<file path="src/design/mcct_pkg.sv">
`timescale 1ns / 1ps
`default_nettype none
// ----------------------------------------------------------------------------
// Compare timer package
// Item types, action codes and the per-channel control bundle shared by the
// compare timer modules.
// ----------------------------------------------------------------------------
package mcct_pkg;

    localparam int ACTION_W   = 2;
    localparam int CHAN_W     = 3;
    localparam int TIME_W     = 16;
    localparam int FIRE_W     = 7;
    localparam int ERR_W      = 2;

    localparam logic [ACTION_W-1:0] ACT_TICK    = 2'd0;
    localparam logic [ACTION_W-1:0] ACT_TAKE    = 2'd1;
    localparam logic [ACTION_W-1:0] ACT_RELEASE = 2'd2;
    localparam logic [ACTION_W-1:0] ACT_ADJUST  = 2'd3;

    localparam int ERR_TAKE_BIT    = 0;
    localparam int ERR_RELEASE_BIT = 1;

    typedef struct packed {
        logic [ACTION_W-1:0] action;
        logic [CHAN_W-1:0]   channel;
        logic                pick_any;
        logic [TIME_W-1:0]   interval;
        logic                single_shot;
    } t_in_item;

    typedef struct packed {
        logic [FIRE_W-1:0] fire_mask;
        logic [CHAN_W-1:0] granted_channel;
        logic              ok;
        logic [ERR_W-1:0]  error_flags;
    } t_out_item;

    typedef struct packed {
        logic tick;
        logic take;
        logic release_ch;
        logic adjust;
    } t_chan_ctl;

endpackage
`default_nettype wire

</file>
<file path="src/design/mcct_channel.sv">
`timescale 1ns / 1ps
`default_nettype none
// ----------------------------------------------------------------------------
// Compare timer channel
// One compare channel: holds its compare value, period, mode and active flag,
// detects a match on a tick and reloads or releases itself.
// ----------------------------------------------------------------------------
module mcct_channel (
    input  wire logic                        i_clk,
    input  wire logic                        i_rst_n,
    input  wire mcct_pkg::t_chan_ctl         i_ctl,
    input  wire logic [mcct_pkg::TIME_W-1:0] i_count,
    input  wire logic [mcct_pkg::TIME_W-1:0] i_count_next,
    input  wire logic [mcct_pkg::TIME_W-1:0] i_interval,
    input  wire logic                        i_single,
    output logic                             o_active,
    output logic                             o_fire
);
    import mcct_pkg::*;

    logic              r_active;
    logic              r_single;
    logic [TIME_W-1:0] r_compare;
    logic [TIME_W-1:0] r_period;
    logic              n_active;
    logic              n_single;
    logic [TIME_W-1:0] n_compare;
    logic [TIME_W-1:0] n_period;
    logic              w_fire;

    assign w_fire = i_ctl.tick && r_active && (r_compare == i_count_next);

    always_comb begin
        n_active  = r_active;
        n_single  = r_single;
        n_compare = r_compare;
        n_period  = r_period;
        if (w_fire) begin
            n_compare = r_compare + r_period;
            if (r_single) begin
                n_active = 1'b0;
            end
        end
        if (i_ctl.take) begin
            n_active  = 1'b1;
            n_single  = i_single;
            n_period  = i_interval;
            n_compare = i_count + i_interval;
        end
        if (i_ctl.release_ch) begin
            n_active = 1'b0;
        end
        if (i_ctl.adjust && r_active) begin
            n_compare = r_compare + i_interval;
        end
    end

    always_ff @(posedge i_clk) begin
        if (!i_rst_n) begin
            r_active <= 1'b0;
        end else begin
            r_active <= n_active;
        end
        r_single  <= n_single;
        r_compare <= n_compare;
        r_period  <= n_period;
    end

    assign o_active = r_active;
    assign o_fire   = w_fire;

endmodule
`default_nettype wire

</file>
<file path="src/design/multi_channel_compare_timer_unit.sv">
`timescale 1ns / 1ps
`default_nettype none
// ----------------------------------------------------------------------------
// Multi-channel compare timer
// A 16-bit counter, advanced by tick items, shared by a set of output compare channels,
// driven by one action per item: tick, take, release or adjust.
// ----------------------------------------------------------------------------
// Usage: each input item on i_item (i_valid / o_ready) carries one action.
// A tick advances the counter and reports in fire_mask every active channel
// whose compare value equals the new count; fired channels reload by their
// period and single-shot channels are released. A take claims a named channel
// or the first free shared channel; release frees one; adjust moves the
// compare value of an active channel. Each item gives exactly one result item
// on o_result (o_valid / i_ready), with the sticky error flags after it.
// An accepted item is held in an input register and is worked out
// combinationally into the result register, from which it is presented and
// can be taken when the receiver is ready. One item is taken every cycle
// while the receiver does not stall: the compare, reload and free-channel
// pick all settle within that single pass.
// When the receiver stalls, the result register holds and the input register
// keeps one further item, after which o_ready falls. Reset clears the counter,
// frees all channels, clears the error flags and empties both registers.
// ----------------------------------------------------------------------------
module multi_channel_compare_timer_unit #(
    parameter int CHANNELS             = 7,
    parameter int FIRST_SHARED_CHANNEL = 2
) (
    input  wire logic                  i_clk,
    input  wire logic                  i_rst_n,
    input  wire logic                  i_valid,
    output logic                       o_ready,
    input  wire mcct_pkg::t_in_item    i_item,
    output logic                       o_valid,
    input  wire logic                  i_ready,
    output mcct_pkg::t_out_item        o_result
);
    import mcct_pkg::*;

    logic                r_in_valid;
    t_in_item            r_in;
    logic                r_out_valid;
    t_out_item           r_out;
    logic [TIME_W-1:0]   r_count;
    logic [ERR_W-1:0]    r_errors;

    logic                w_proc;
    logic [TIME_W-1:0]   w_count_next;
    logic                w_is_tick;
    logic                w_is_take;
    logic                w_is_release;
    logic                w_is_adjust;
    logic [CHANNELS-1:0] w_sel;
    logic [CHANNELS-1:0] w_active;
    logic [CHANNELS-1:0] w_fire;
    logic [CHANNELS-1:0] w_free_shared;
    logic [CHANNELS-1:0] w_pick_vec;
    logic [CHANNELS-1:0] w_take_vec;
    logic                w_take_ok;
    logic                w_in_range;
    logic [CHAN_W-1:0]   w_granted;
    logic [FIRE_W-1:0]   w_fire7;
    logic [ERR_W-1:0]    n_errors;
    t_out_item           n_out;

    assign w_proc  = r_in_valid && (!r_out_valid || i_ready);
    assign o_ready = !r_in_valid || w_proc;

    always_comb begin
        w_is_tick    = 1'b0;
        w_is_take    = 1'b0;
        w_is_release = 1'b0;
        w_is_adjust  = 1'b0;
        unique case (r_in.action)
            ACT_TICK:    w_is_tick    = 1'b1;
            ACT_TAKE:    w_is_take    = 1'b1;
            ACT_RELEASE: w_is_release = 1'b1;
            ACT_ADJUST:  w_is_adjust  = 1'b1;
            default:     w_is_tick    = 1'b0;
        endcase
    end

    assign w_count_next = r_count + TIME_W'(1);

    for (genvar c = 0; c < CHANNELS; c++) begin : g_chan
        localparam logic [4:0] ChanIdx = 5'(c);
        t_chan_ctl w_ctl;

        assign w_sel[c]         = ({2'b00, r_in.channel} == ChanIdx);
        assign w_free_shared[c] = (c >= FIRST_SHARED_CHANNEL) && !w_active[c];

        assign w_ctl.tick       = w_proc && w_is_tick;
        assign w_ctl.take       = w_proc && w_take_vec[c];
        assign w_ctl.release_ch = w_proc && w_is_release && w_sel[c];
        assign w_ctl.adjust     = w_proc && w_is_adjust && w_sel[c];

        mcct_channel u_channel (
            .i_clk        (i_clk),
            .i_rst_n      (i_rst_n),
            .i_ctl        (w_ctl),
            .i_count      (r_count),
            .i_count_next (w_count_next),
            .i_interval   (r_in.interval),
            .i_single     (r_in.single_shot),
            .o_active     (w_active[c]),
            .o_fire       (w_fire[c])
        );
    end

    for (genvar b = 0; b < FIRE_W; b++) begin : g_fire
        if (b < CHANNELS) begin : g_used
            assign w_fire7[b] = w_fire[b];
        end else begin : g_pad
            assign w_fire7[b] = 1'b0;
        end
    end

    assign w_pick_vec = w_free_shared & (~w_free_shared + CHANNELS'(1));
    assign w_take_vec = !w_is_take     ? '0 :
                        r_in.pick_any ? w_pick_vec : (w_sel & ~w_active);
    assign w_take_ok  = |w_take_vec;
    assign w_in_range = |w_sel;

    always_comb begin
        w_granted = '0;
        for (int c = 0; c < CHANNELS; c++) begin
            if (w_take_vec[c]) begin
                w_granted = w_granted | CHAN_W'(c);
            end
        end
    end

    always_comb begin
        n_errors = r_errors;
        if (w_is_take && !w_take_ok) begin
            n_errors[ERR_TAKE_BIT] = 1'b1;
        end
        if (w_is_release && !w_in_range) begin
            n_errors[ERR_RELEASE_BIT] = 1'b1;
        end
        n_out.fire_mask       = w_is_tick ? w_fire7 : '0;
        n_out.granted_channel = w_granted;
        n_out.ok              = (w_is_take && w_take_ok)
                              || (w_is_release && w_in_range)
                              || (w_is_adjust && |(w_sel & w_active));
        n_out.error_flags     = n_errors;
    end

    always_ff @(posedge i_clk) begin
        if (!i_rst_n) begin
            r_in_valid  <= 1'b0;
            r_out_valid <= 1'b0;
            r_count     <= '0;
            r_errors    <= '0;
        end else begin
            if (o_ready) begin
                r_in_valid <= i_valid;
            end
            if (w_proc) begin
                r_out_valid <= 1'b1;
                r_errors    <= n_errors;
                if (w_is_tick) begin
                    r_count <= w_count_next;
                end
            end else if (i_ready) begin
                r_out_valid <= 1'b0;
            end
        end
        if (o_ready && i_valid) begin
            r_in <= i_item;
        end
        if (w_proc) begin
            r_out <= n_out;
        end
    end

    assign o_valid  = r_out_valid;
    assign o_result = r_out;

    a_take_onehot : assert property (@(posedge i_clk) disable iff (!i_rst_n)
        w_proc |-> $onehot0(w_take_vec))
        else $error("More than one channel selected for a take.");

    a_errors_sticky : assert property (@(posedge i_clk) disable iff (!i_rst_n)
        r_errors[ERR_TAKE_BIT] |=> r_errors[ERR_TAKE_BIT])
        else $error("Take error flag cleared without reset.");

    a_granted_active : assert property (@(posedge i_clk) disable iff (!i_rst_n)
        (w_proc && w_take_ok) |=> ((w_active & $past(w_take_vec)) == $past(w_take_vec)))
        else $error("Granted channel is not active after a take.");

    a_tick_result : assert property (@(posedge i_clk) disable iff (!i_rst_n)
        (w_proc && w_is_tick) |=> (!r_out.ok && r_out.granted_channel == '0))
        else $error("Tick produced an ok or a granted channel.");

    a_fire_on_tick : assert property (@(posedge i_clk) disable iff (!i_rst_n)
        (w_proc && !w_is_tick) |=> (r_out.fire_mask == '0))
        else $error("Fire mask set by an action other than a tick.");

endmodule
`default_nettype wire
</file>
<file path="config.mk">
export PLATFORM = sky130hd
export DESIGN_NAME = multi_channel_compare_timer_unit
export DESIGN_NICKNAME = d
export VERILOG_FILES = /design/src/design/mcct_pkg.sv /design/src/design/mcct_channel.sv /design/src/design/multi_channel_compare_timer_unit.sv
export SDC_FILE = /design/constraint.sdc
export NUM_CORES = 1
export LEC_CHECK = 0
export BUFFER_PORTS_ARGS = -buffer_cell sky130_fd_sc_hd__buf_2
export CELL_PAD_IN_SITES_DETAIL_PLACEMENT = 1
export CELL_PAD_IN_SITES_GLOBAL_PLACEMENT = 2
export CORE_MARGIN = 10
export CORE_UTILIZATION = 35
export DETAILED_ROUTE_END_ITERATION = 12
export HOLD_SLACK_MARGIN = 0.05
export PLACE_DENSITY = 0.73
export SYNTH_ARGS = -nofsm -noshare
export SYNTH_HDL_FRONTEND = slang
export SYNTH_SLANG_ARGS = --single-unit
</file>
<file path="constraint.sdc">
create_clock -name i_clk -period 5.6 [get_ports i_clk]
set_input_delay 0.28 -clock i_clk [delete_from_list [all_inputs] [get_ports i_clk]]
set_output_delay 0.28 -clock i_clk [all_outputs]
set_load 0.005 [all_outputs]
</file>
==> results.yml <==
worst_setup_path:
  crit_chain: "nor2b_1 > nand2b_1 > inv_2 > and3_1 > nor2b_1 > and3_1 > nor2_1 > nand2b_1"
  critical-path-slowest-cell: "and3_1"
  slowest_delay_ns: 0.83
  worstPathMaxFanout: 17
  timing.setup.critical_path_class: "register to register"
  critPathCaptureType: "register"
  cp-start-kind: "register"
  wp_data_required_ns: 5.79
  cp.arrival_ns: 4.61
drt:
  vias_per_cell: 5.91
  detail-route-antenna-nets: 0
  wl_met1_mm: 39.8
  topRoutingLayerUsed: "met4"
  drtIter0Drc: 1671
  drtPass1Iterations: 6
  route.final.wire_length_mm: 90.2
  met3_wirelength_mm: 5.26
  met2_length_mm: 42.0
  route.detailed.drc: 0
  routed-via-count: 19528
  wire_per_inst_um: 27.3
sta:
  timing_max_transition_violations_final: 0
  max_slew_margin_pct: 6.11
  fin_worst_skew_ns: 0.0264
  totalNegativeSetupSlack_ns: 0
  worst_hold_slack_ns: 0.106
  final_min_period_over_clock_period_pct: 79.0
  layout_setup_ws_ns: 1.17
  final_period_minus_worst_setup_slack_ns: 4.43
  maximum_clock_frequency_mhz: 226
  slew_of_the_pin_with_the_lowest_slew_margin_ns: 1.40
  unrepaired_setup_endpoints_after_global_routing: "false"
  report.final.hold_viol_count: 0
  timing.final.setup_violations: 0
layout:
  fin_nets: 2685
  layout_cell_share_with_drive_strength_beyond_1_pct: 8.42
  finish.instance_area_sq_mm: 0.0260
  num_antenna_cells: 0
  final_core_util_pct: 40.2
  area_delta_synth_final_pct: 13.2
  stdcell_count: 3303
synth:
  postSynthNetCount: 2578
  top_cells_by_instance_count_after_synthesis: "267 x edfxtp_1, 226 x ha_1, 173 x a21oi_1, 170 x xnor2_1, 159 x nor2_1"
  post-synth-top-count-cell: "edfxtp_1"
  synth_top_family_by_area: "compound AO/OA/AOI/OAI gates"
  synth_compound_gate_area_share_pct: 19.4
  dominantRegCellSynth: "edfxtp_1"
  synth-xor-area-share_pct: 13.2
  synth_edf_count: 267
  yosysWarnings: 0
  netlist_area_sq_mm: 0.0230
  synth_simple_gate_area_share_pct: 13.5
  synth-adder-area-share_pct: 13.6
  synth_sequential_area_ratio_pct: 37.2
  synth_mux_area_share_pct: 0.495
  post_synth_inst_count: 2310
  synth.ff_latch_count: 294
  synth-async-reset-ratio_pct: 0
  synth.avg_cell_area_sq_um: 9.95
  synth_top_area_share_pct: 34.9
  yosysUniqueCellTypes: 95
  synth.largest_area_cell: "edfxtp_1"
  post_synth_main_area_contributors: "edfxtp_1 35%, ha_1 12%, xnor2_1 6.5%, xor2_1 5.8%, a21oi_1 3.8%"
floorplan:
  core_sq_mm: 0.0647
  die_y_um: 276
  ioPinCount: 42
  start_util_pct: 35.5
  dieArea_sq_mm: 0.0763
  rows: 93
  die_span_x_um: 276
global_routing:
  global_route_wire_length_before_repair_mm: 133
  grt_max_degree: 29
  first_global_vias: 20072
  grt_antenna_before_repair: 5
  grt_use_total_pct: 22.8
  overflow: 0
clocking:
  cts.reportedPaths.clkPinSlew_ns: 0.06
  cts_root_buffer: "clkbuf_16"
  cts_sinks: 294
  cts-htree-levels: 2
  cts_repair_resize_count: 0
  clock_tree.buffer_depth: 3
  worstSkewPairLatency_ns: 0.57
  cts_buffers: 40
  tritoncts_clock_tree: "yes"
power:
  power_total_mw: 5.78
  vdd_drop_max_v: 0.000191
  cellLeakagePower_nw: 10.0
  p_per_area_mw_per_mm2: 222
job:
  max-cap-violations: 0
place:
  dpl_cell_area_sq_mm: 0.0244
  place_ws_ns: 1.31
  estimated_wirelength_of_the_detail_placed_design_mm: 65.1
  placement.io_buffers: 41
  place_inst: 3206
  routabilityCongestion: 0.908
status:
  outcome: "finished, final reports clean"
hold_path:
  hold_wc_path_type: "input pin to register"
==> repair_timing <==
item / in CTS / in global routing
hold buffers: 24 / 0
buffers inserted: 0 / 0
endpoints found under the hold margin: 24 / 0
==> final timing paths <==
kind	from	cells past startpoint	to	slack [ns]
max	o_valid	8	g_chan[1].u_channel.r_compare[2]	1.17
min	i_ready	3	o_valid	0.11
max reg2reg	o_valid	8	g_chan[1].u_channel.r_compare[2]	1.17
min reg2reg	r_errors[0]	1	r_errors[0]	0.51
==> area by class of cell <==
cell class | instances | area [sq um]
fill | 7359 | 38700
inverter | 85 | 319
multi-input combinational | 1880 | 13900
clock buffer | 56 | 1110
clock inverter | 17 | 240
tap | 855 | 1070
sequential | 294 | 8560
timing repair buffer | 116 | 828
==> layout by cell type, fill, tap and decap left out, types with 12 or more instances in the layout <==
master,instances
a211oi_1,39
a21boi_0,13
a21o_1,53
a21oi_1,173
a221o_1,13
a22oi_1,31
a31oi_1,18
and2_1,18
and3_1,23
buf_2,41
buf_4,51
clkbuf_1,12
clkbuf_16,41
dfxtp_1,27
dlygate4sd3_1,24
edfxtp_1,267
fa_1,15
ha_1,226
inv_1,83
nand2_1,151
nand2b_1,43
nand3_1,46
nand4_1,24
nor2_1,159
nor2b_1,28
nor3_1,51
o211ai_1,17
o21a_1,32
o21ai_0,131
o21bai_1,19
o221ai_1,33
o31ai_1,14
or3_1,27
xnor2_1,167
xor2_1,151
==> worst max-delay path, delay by kind of cell (launching register included) <==
family                 cells  cell delay, ns
buffers and inverters      1            0.63
flip-flops                 1            0.31
AND/OR/NAND/NOR            7            3.11
==> flip-flops by register name, summed over array words and instances (netlist names) <==
name / cells
g_chan.u_channel.r_period: 112
o_result: 13
g_chan.u_channel.r_single: 7
g_chan.u_channel.o_active: 7
r_in: 23
r_count: 16
r_errors: 2
g_chan.u_channel.r_compare: 112
r_in_valid: 1
o_valid: 1
==> power by group <==
group / switching, mW / total (mW) / leakage, nW / internal (mW)
clock: 1.06 / 2.72 / 0.657 / 1.66
sequential: 0.0419 / 2.45 / 2.64 / 2.41
combinational: 0.391 / 0.606 / 6.74 / 0.215
==> kinds of logic after synthesis <==
group	Yosys count
AO/OA/AOI/OAI	671
XOR/XNOR	333
adder cells (fa/ha/maj)	241
buffers and inverters	136
flip-flops	294
multiplexers	10
AND/OR/NAND/NOR	625
==> layer usage <==
metal / global-route usage (%) / vias up
li1: - / 8902
met1: 30.2 / 9884
met2: 38.0 / 605
met3: 2.70 / 137
met4: 7.63 / 0
met5: 0 / -
Power figures use the tool's default switching activity.
